`config.mk`:
```
export PLATFORM = sky130hd
export DESIGN_NAME = hsv_to_rgb_converter
export DESIGN_NICKNAME = d
export VERILOG_FILES = /design/src/hdl/hsv_pkg.sv /design/src/hdl/hsv_prep.sv /design/src/hdl/hsv_ramp.sv /design/src/hdl/hsv_pack.sv /design/src/hdl/hsv_to_rgb_converter.sv
export SDC_FILE = /design/constraint.sdc
export NUM_CORES = 2
export LEC_CHECK = 0
export BUFFER_PORTS_ARGS = -buffer_cell sky130_fd_sc_hd__buf_2
export CAP_MARGIN = 40
export CORE_UTILIZATION = 50
export CTS_CLUSTER_DIAMETER = 50
export CTS_CLUSTER_SIZE = 40
export DETAILED_ROUTE_END_ITERATION = 6
export GPL_TIMING_DRIVEN = 0
export PLACE_DENSITY = 0.66
export SETUP_SLACK_MARGIN = 0.1
export SLEW_MARGIN = 25
export SYNTH_ARGS = -nofsm -noshare
export SYNTH_HDL_FRONTEND = slang
export SYNTH_SLANG_ARGS = --single-unit
```
`constraint.sdc`:
```
create_clock -name clk -period 9.06 [get_ports clk]
set_input_delay 0.906 -clock clk [delete_from_list [all_inputs] [get_ports clk]]
set_output_delay 0.906 -clock clk [all_outputs]
set_load 0.01 [all_outputs]
```
`src/hdl/hsv_pkg.sv`:
```
`default_nettype none

package hsv_pkg;

	// Q1.15 unity for saturation and brightness
	localparam logic [15:0] Q_ONE = 16'd32768;
	// one full sector width in the Q0.16 weight
	localparam logic [16:0] W_ONE = 17'h10000;

	// hue sector: high channel, then the middle channel
	typedef enum logic [2:0] {
		SEC_RG = 3'd0,
		SEC_GR = 3'd1,
		SEC_GB = 3'd2,
		SEC_BG = 3'd3,
		SEC_BR = 3'd4,
		SEC_RB = 3'd5
	} sector_t;

	// input word
	typedef struct packed {
		logic [15:0] hue_turn;
		logic [15:0] saturation;
		logic [15:0] brightness;
	} pix_t;

	// output word
	typedef struct packed {
		logic [7:0] red;
		logic [7:0] green;
		logic [7:0] blue;
	} rgb_t;

	// after stage 1: clamped levels, sector and ramp weight
	typedef struct packed {
		sector_t     sector;
		logic [16:0] weight;
		logic [15:0] hi;
		logic [15:0] oms;
	} prep_t;

	// after stage 4: three levels in Q1.15
	typedef struct packed {
		sector_t     sector;
		logic [15:0] hi;
		logic [15:0] med;
		logic [15:0] lo;
	} level_t;

	// (level * 255) >> 15, level <= 1.0
	function automatic logic [7:0] to_byte(input logic [15:0] level);
		logic [23:0] x;
		x = {level, 8'd0} - {8'd0, level};
		return x[22:15];
	endfunction

endpackage

`default_nettype wire

```
`src/hdl/hsv_prep.sv`:
```
`default_nettype none

module hsv_prep import hsv_pkg::*; (
	input  wire logic  clk,
	input  wire logic  arst_n,
	input  wire logic  adv,
	input  wire logic  valid,
	input  wire pix_t  pix,
	output logic       valid_s1,
	output prep_t      prep_s1
);

	logic [15:0] s_c;
	logic [15:0] v_c;
	logic [18:0] t;
	logic [15:0] f;
	logic [16:0] w;

	// clamp, split hue into sector and fraction
	always_comb begin
		s_c = (pix.saturation > Q_ONE) ? Q_ONE : pix.saturation;
		v_c = (pix.brightness > Q_ONE) ? Q_ONE : pix.brightness;
		t   = {1'b0, pix.hue_turn, 2'b00} + {2'b00, pix.hue_turn, 1'b0};
		f   = t[15:0];
		// odd sectors ramp downward
		w   = t[16] ? (W_ONE - {1'b0, f}) : {1'b0, f};
	end

	always_ff @(posedge clk or negedge arst_n) begin
		if (!arst_n) begin
			valid_s1 <= 1'b0;
		end else if (adv) begin
			valid_s1 <= valid;
		end
	end

	always_ff @(posedge clk) begin
		if (adv) begin
			prep_s1.sector <= sector_t'(t[18:16]);
			prep_s1.weight <= w;
			prep_s1.hi     <= v_c;
			prep_s1.oms    <= Q_ONE - s_c;
		end
	end

endmodule

`default_nettype wire

```
`src/hdl/hsv_ramp.sv`:
```
`default_nettype none

module hsv_ramp import hsv_pkg::*; (
	input  wire logic  clk,
	input  wire logic  arst_n,
	input  wire logic  adv,
	input  wire logic  valid_s1,
	input  wire prep_t prep_s1,
	output logic       valid_s4,
	output level_t     lvl_s4
);

	logic        valid_s2;
	logic        valid_s3;
	sector_t     sector_s2;
	sector_t     sector_s3;
	logic [15:0] hi_s2;
	logic [15:0] hi_s3;
	logic [15:0] lo_s2;
	logic [15:0] lo_s3;
	logic [16:0] weight_s2;
	logic [15:0] ramp_s3;
	logic [31:0] lo_prod;
	logic [15:0] span;
	logic [32:0] ramp_prod;

	// low level V*(1-S), then span times weight
	always_comb begin
		lo_prod   = prep_s1.hi * prep_s1.oms;
		span      = hi_s2 - lo_s2;
		ramp_prod = span * weight_s2;
	end

	always_ff @(posedge clk or negedge arst_n) begin
		if (!arst_n) begin
			valid_s2 <= 1'b0;
			valid_s3 <= 1'b0;
			valid_s4 <= 1'b0;
		end else if (adv) begin
			valid_s2 <= valid_s1;
			valid_s3 <= valid_s2;
			valid_s4 <= valid_s3;
		end
	end

	always_ff @(posedge clk) begin
		if (adv) begin
			// stage 2
			sector_s2 <= prep_s1.sector;
			hi_s2     <= prep_s1.hi;
			lo_s2     <= lo_prod[30:15];
			weight_s2 <= prep_s1.weight;
			// stage 3
			sector_s3 <= sector_s2;
			hi_s3     <= hi_s2;
			lo_s3     <= lo_s2;
			ramp_s3   <= ramp_prod[31:16];
			// stage 4: middle level never exceeds the high level
			lvl_s4.sector <= sector_s3;
			lvl_s4.hi     <= hi_s3;
			lvl_s4.lo     <= lo_s3;
			lvl_s4.med    <= lo_s3 + ramp_s3;
		end
	end

endmodule

`default_nettype wire

```
`src/hdl/hsv_pack.sv`:
```
`default_nettype none

module hsv_pack import hsv_pkg::*; (
	input  wire logic   clk,
	input  wire logic   arst_n,
	input  wire logic   adv,
	input  wire logic   valid_s4,
	input  wire level_t lvl_s4,
	output logic        valid_s5,
	output rgb_t        rgb_s5
);

	logic [7:0] h8;
	logic [7:0] m8;
	logic [7:0] l8;
	rgb_t       rgb_c;

	// scale to bytes and route by sector
	always_comb begin
		h8 = to_byte(lvl_s4.hi);
		m8 = to_byte(lvl_s4.med);
		l8 = to_byte(lvl_s4.lo);
		unique case (lvl_s4.sector)
			SEC_RG:  rgb_c = '{red: h8, green: m8, blue: l8};
			SEC_GR:  rgb_c = '{red: m8, green: h8, blue: l8};
			SEC_GB:  rgb_c = '{red: l8, green: h8, blue: m8};
			SEC_BG:  rgb_c = '{red: l8, green: m8, blue: h8};
			SEC_BR:  rgb_c = '{red: m8, green: l8, blue: h8};
			default: rgb_c = '{red: h8, green: l8, blue: m8};
		endcase
	end

	always_ff @(posedge clk or negedge arst_n) begin
		if (!arst_n) begin
			valid_s5 <= 1'b0;
		end else if (adv) begin
			valid_s5 <= valid_s4;
		end
	end

	always_ff @(posedge clk) begin
		if (adv) begin
			rgb_s5 <= rgb_c;
		end
	end

endmodule

`default_nettype wire

```
`src/hdl/hsv_to_rgb_converter.sv`:
```
`default_nettype none

// HSV to RGB pixel converter. Hue is a 16-bit fraction of a turn; saturation
// and brightness are Q1.15 (32768 = 1.0, larger values clamp to 1.0). Each
// pixel gives 8-bit red, green and blue, each level times 255 truncated.
// Five-stage pipeline: one pixel per clock while no stall holds the pipeline.
// The stages share one advance enable, so a stall on rgb while the output
// register holds a word freezes the whole pipeline and raises pix_stall.

module hsv_to_rgb_converter import hsv_pkg::*; (
	input  wire logic  clk,
	input  wire logic  arst_n,
	input  wire logic  pix_valid,
	output logic       pix_stall,
	input  wire pix_t  pix,
	output logic       rgb_valid,
	input  wire logic  rgb_stall,
	output rgb_t       rgb
);

	logic   adv;
	logic   valid_s1;
	logic   valid_s4;
	prep_t  prep_s1;
	level_t lvl_s4;

	// pipeline moves unless a full output word is held
	assign adv       = !(rgb_valid && rgb_stall);
	assign pix_stall = !adv;

	hsv_prep u_prep (
		.clk      (clk),
		.arst_n   (arst_n),
		.adv      (adv),
		.valid    (pix_valid),
		.pix      (pix),
		.valid_s1 (valid_s1),
		.prep_s1  (prep_s1)
	);

	hsv_ramp u_ramp (
		.clk      (clk),
		.arst_n   (arst_n),
		.adv      (adv),
		.valid_s1 (valid_s1),
		.prep_s1  (prep_s1),
		.valid_s4 (valid_s4),
		.lvl_s4   (lvl_s4)
	);

	hsv_pack u_pack (
		.clk      (clk),
		.arst_n   (arst_n),
		.adv      (adv),
		.valid_s4 (valid_s4),
		.lvl_s4   (lvl_s4),
		.valid_s5 (rgb_valid),
		.rgb_s5   (rgb)
	);

	// an empty output register never holds back the input
	a_no_idle_stall: assert property (@(posedge clk) disable iff (!arst_n)
		!rgb_valid |-> !pix_stall)
		else $error("input stalled with empty output");

	// a taken word is replaced by the word from stage 4
	a_refill: assert property (@(posedge clk) disable iff (!arst_n)
		rgb_valid && !rgb_stall |=> rgb_valid == $past(valid_s4))
		else $error("output word lost or invented");

	// the middle level lies between low and high
	a_med_range: assert property (@(posedge clk) disable iff (!arst_n)
		valid_s4 |-> (lvl_s4.med >= lvl_s4.lo) && (lvl_s4.med <= lvl_s4.hi))
		else $error("middle level out of range");

endmodule

`default_nettype wire
```
== Yosys cells after proc, flatten, opt, wreduce, memory -nomap -nowiden ==
Index checks and enable logic that the tools add are counted.
Widths: inputs -> output; s select.

* $add $sub $neg: 8
* $mul: 2
* $lt $le $gt $ge: 2
* Eq/ne operators: 4
* Muxes and demuxes: 3
* Reductions and logical operators: 2

{| class="wikitable"
|+ Operator list
! kind !! number
|-
| $pmux 24 s5 || 1
|-
| $sub 23x16->23 || 3
|-
| $gt 16x16->1 const B || 2
|-
| $mul 16x17->32 || 1
|-
| $mux 16 || 2
|-
| $mul 16x16->31 || 1
|-
| $add 18x17->19 || 1
|-
| $sub 17x16->17 const A || 1
|-
| $add 16x16->16 || 1
|-
| $sub 16x16->16 || 1
|-
| $sub 16x16->16 const A || 1
|-
| $eq 3x2->1 const B || 2
|-
| $eq 3x1->1 const B || 1
|-
| $eq 3x3->1 const B || 1
|-
| $logic_not 3->1 || 1
|-
| $logic_and 1x1->1 || 1
|}

* Register bits after elaboration: 235
* Input port bits: 52
* Output and inout port bits: 26

== Depth between registers and ports, before layout ==
* Word-level depth: 3
* Mapped depth: 34

== Modules after synthesis ==
A second synthesis with hierarchy kept.

* Cells, all modules: 2853
* Area total of the unflattened synthesis: 28381.0 µm²

{| class="wikitable"
|+ Modules (own cells, without submodules)
! module !! instances !! cells each !! area an instance (µm²) !! seq. area each (µm²)
|-
| hsv_ramp || 1 || 2197 || 22191.3 || 4699.5
|-
| hsv_prep || 1 || 317 || 3330.7 || 1556.5
|-
| hsv_pack || 1 || 337 || 2849.0 || 745.7
|-
| hsv_to_rgb_converter || 1 || 2 || 10.0 || 0.0
|}

== Least setup slack after synthesis ==
OpenSTA, ideal clock, no wires.

* Path kind: reg2reg
* From: register u_ramp.hi_s2[0]
* To: register u_ramp.ramp_s3[10] (data pin)
* Setup time: 0.258 ns
* Data arrival time: 7.335 ns
* Required time: 8.802 ns
* Slack: 1.467 ns
* Stages on the path, launching flop included: 34
* Path through: edfxtp_1 inv_1 ha_1 inv_1 fa_1 a21o_1 a21oi_1 o21bai_1 a21oi_1 o21bai_1 a21oi_1 xnor2_1 clkbuf_1 nand2_1 fa_1 inv_1 fa_1 inv_1 fa_1 inv_1 fa_1 fa_1 inv_1 fa_1 inv_1 ha_1 a21o_1 a21o_1 a22oi_1 nand3_1 a21o_1 a21o_1 a21oi_1 xnor2_1

* Word-level cells in the longest chain between the ends: 2

{| class="wikitable"
|+ Ends and longest elaborated chain
! element !! RTL line !! RTL
|-
| from (decl) || hsv_ramp.sv:17 || <nowiki>logic [15:0] hi_s2;</nowiki>
|-
| from (signal assigned) || hsv_ramp.sv:50 || <nowiki>hi_s2 <= prep_s1.hi;</nowiki>
|-
| $sub 16x16->16 || hsv_ramp.sv:30 || <nowiki>span = hi_s2 - lo_s2;</nowiki>
|-
| $mul 16x17->32 || hsv_ramp.sv:31 || <nowiki>ramp_prod = span * weight_s2;</nowiki>
|-
| named net u_ramp.ramp_prod[26] || hsv_ramp.sv:25 || <nowiki>logic [32:0] ramp_prod;</nowiki>
|-
| to (signal assigned) || hsv_ramp.sv:57 || <nowiki>ramp_s3 <= ramp_prod[31:16];</nowiki>
|-
| to (decl) || hsv_ramp.sv:22 || <nowiki>logic [15:0] ramp_s3;</nowiki>
|}

The timed path passes the listed nets, and every way through them passes these cells.
A chain may end at the register's enable or synchronous reset.

== Worst setup path after layout ==
* From: register u_ramp.hi_s2[0]
* To: register u_ramp.ramp_s3[15] (data pin)

The elaborated chain is that of the path after synthesis.

==> results.yml <==
run_status:
  status: "finished, final reports clean"
logic_synthesis:
  synth_cells: 2848
  ys_types: 89
  async_reset_ff_frac: 0.02146
  ys_seq_elements: 233
  synth_edf_count: 228
  yosysWarningCount: 0
  synth_area_per_cell_um2: 9.949
  syn_area_um2: 28330
  synth_ff_type: "edfxtp_1"
  syn-num-nets: 3555
  synth.yosys.seq_area_share: 0.2460
sta:
  setup_viol: 0
  fin_tns_setup_ns: 0
  timing.fmax_mhz: 118.2
  finalHoldViolCount: 0
  finClkSkew_ns: 0.01369
  rsz0062_at_grt: "no"
  slew_headroom: 0.4037
  fin_crit_sh: 0.9336
  period_needed_ns: 8.459
  slew_viol_final: 0
  tightest_slew_ns: 0.8880
die:
  dieArea_um2: 57630
  die_w_um: 240.1
  ios: 78
  coreArea_um2: 55520
  rows: 86
  start_util: 0.5103
  die_h_um: 240.1
setup_path:
  crit_slowest_cell: "fa_1"
  cp_data_required_time_ns: 9.37
  cp_max_fo: 10
  critical_path.max_stage_delay_ns: 0.55
  cp.arrival_ns: 8.77
  crit_path_start_kind: "register"
  end_kind: "register"
  r2r-end: "u_ramp.ramp_s3[15]$_DFFE_PN_"
  ff2ff_path_depth: 31
  cpMostUsedCell: "fa_1"
  reg2reg_slack_ns: 0.60
  r2r-start: "u_ramp.hi_s2[0]$_DFFE_PN_"
  critPathKind: "reg2reg"
finish:
  final_common_cell: "inv_1"
  diodes: 0
  most-common-layout-cells: "527 x inv_1, 387 x fa_1, 355 x nand2_1"
  layout-drive-gt1-share: 0.06463
  final_nets: 3674
  syn2layout_area_growth_pct: 8.871
detailed_routing:
  wl_met3_mm: 4.350
  top_layer: "met5"
  wl_per_cell_um: 18.38
  drt-total-wl_mm: 68.63
  drt-met1-wl_mm: 30.08
  via_per_inst: 5.461
  vias: 20392
  first_pass_iters: 5
  drt.antenna.violating_nets: 0
  wl_met2_mm: 32.26
  drc_errors: 0
  drt_iter0_markers: 1164
placed_design:
  place_hpwl_mm: 56.83
  numPortBuffers: 76
  globalplace.congestion: 0.9233
grt:
  antenna_found_initial: 1
  grt.total_usage: 0.2467
  grt_max_degree: 58
  grt-ovfl-total: 0
  grt_pass1_vias: 21012
  grt_pass1_wl_mm: 111.0
clock_network:
  cts-root-buf: "clkbuf_16"
  cts_tree: "done"
  clk_latency_ns: 0.57
  cts.htree.levels: 1
  cts_num_sinks: 233
  clk_pin_slew_worst_paths_ns: 0.08
  clk_path_buf_depth: 3
  numCtsBuffers: 25
job:
  maxCapViolCount: 0
hold_path:
  hold_path.class: "in2async"
state kept, by name, indices dropped and copies added, names as in the netlist:
register / count
u_ramp.lvl_s4: 51
u_ramp.sector_s3: 3
u_ramp.lo_s3: 16
u_ramp.weight_s2: 16
u_ramp.lo_s2: 16
u_ramp.valid_s4: 1
u_pack.valid_s5: 1
u_prep.valid_s1: 1
u_ramp.ramp_s3: 16
u_prep.prep_s1: 51
u_pack.rgb_s5: 24
u_ramp.hi_s3: 16
u_ramp.hi_s2: 16
u_ramp.valid_s2: 1
u_ramp.sector_s2: 3
u_ramp.valid_s3: 1
logic make-up after synthesis:
group | count (synthesis) | share of synthesized area
AOI/OAI and AO/OA | 326 | 0.08244
DFF | 233 | 0.2460
buffers and inverters | 647 | 0.08620
xor gates and xnor gates | 108 | 0.03418
muxes | 11 | 0.004107
adders and majority gates | 655 | 0.3918
and+or+nand+nor | 868 | 0.1553
cell usage after synthesis (6+ instances only):
library cell / n / share of area
a211oi_1: 20 / 0.0053
a21o_1: 28 / 0.0074
a21oi_1: 59 / 0.010
a221oi_1: 14 / 0.0043
a31oi_1: 20 / 0.0044
and2_1: 179 / 0.040
and3_1: 25 / 0.0055
clkbuf_1: 112 / 0.015
edfxtp_1: 228 / 0.24
fa_1: 387 / 0.27
ha_1: 268 / 0.12
inv_1: 527 / 0.070
mux2i_1: 6 / 0.0021
nand2_1: 356 / 0.047
nand2b_1: 29 / 0.0064
nand3_1: 41 / 0.0072
nand3b_1: 17 / 0.0045
nand4_1: 10 / 0.0022
nor2_1: 84 / 0.011
nor2b_1: 28 / 0.0062
nor3_1: 31 / 0.0055
nor4_1: 20 / 0.0044
o2111ai_1: 8 / 0.0025
o211ai_1: 11 / 0.0029
o21a_1: 13 / 0.0034
o21ai_0: 54 / 0.0095
o21bai_1: 6 / 0.0016
o221ai_1: 9 / 0.0028
o22ai_1: 11 / 0.0024
o311ai_0: 18 / 0.0056
or3_1: 12 / 0.0026
xnor2_1: 73 / 0.023
xor2_1: 32 / 0.0099
worst max-delay path, delay by kind of cell (launching register included):
kind            cells  cell delay, ns
flops               1            0.39
buf+inv             6            0.63
simple gates        5            0.85
compound gates      9            1.97
fa+ha+maj           9            3.93
xor+xnor            2            0.40
metrics by stage:
stage          hold slack [ns]  area (um2)  std cells  worst slack [ns]    util
4_1_cts                 0.1158       30760       3728            0.1212  0.5540
2_1_floorplan           0.4003       28330       2848             1.467       -
3_3_place_gp            0.4015       29650       3672          -0.05118  0.5340
3_5_place_dp            0.4045       29800       3682           -0.1606  0.5367
5_1_grt                 0.1190       30850       3734            0.1493  0.5556
6_report                0.1417       30850       3734            0.6014  0.5556
metal layers:
layer  GRT usage  vias up
li1            -     9512
met1      0.3415    10146
met2      0.4033      615
met3     0.03571      117
met4     0.07045        2
met5           0        -
layout make-up:
class	instances	area, um2
Multi-Input combinational cell	1968	18970
Fill cell	4924	24670
Timing Repair Buffer	92	565.5
Clock buffer	26	629.4
Sequential cell	233	6972
Buffer	119	466.7
Clock inverter	20	329.1
Inverter	528	1982
Tap cell	748	935.9
how the worst max path moves through the flow:
stage | from | to | slack (ns) | depth (start not counted)
finish | u_ramp.hi_s2[0]$_DFFE_PN_ | u_ramp.ramp_s3[15]$_DFFE_PN_ | 0.60 | 31
global route | u_ramp.hi_s2[0]$_DFFE_PN_ | u_ramp.ramp_s3[15]$_DFFE_PN_ | 0.15 | 31
CTS | u_ramp.hi_s2[0]$_DFFE_PN_ | u_ramp.ramp_s3[15]$_DFFE_PN_ | 0.12 | 31
detailed placement | u_ramp.hi_s2[0]$_DFFE_PN_ | u_ramp.ramp_s3[15]$_DFFE_PN_ | -0.16 | 31
global placement | u_ramp.hi_s2[0]$_DFFE_PN_ | u_ramp.ramp_s3[15]$_DFFE_PN_ | -0.05 | 31
floorplan | u_ramp.hi_s2[0]$_DFFE_PN_ | u_ramp.ramp_s3[10]$_DFFE_PN_ | 1.47 | 33
timing repair:
action	4_1_cts	5_1_grt
hold buffers	0	0
buffers inserted	0	4
endpoints found under the setup margin	4	8
pin swaps	0	2
gates resized for setup	1	15
Power is not shown: default switching activity piles up to over one toggle a cycle in this logic, so the estimate is an artifact.
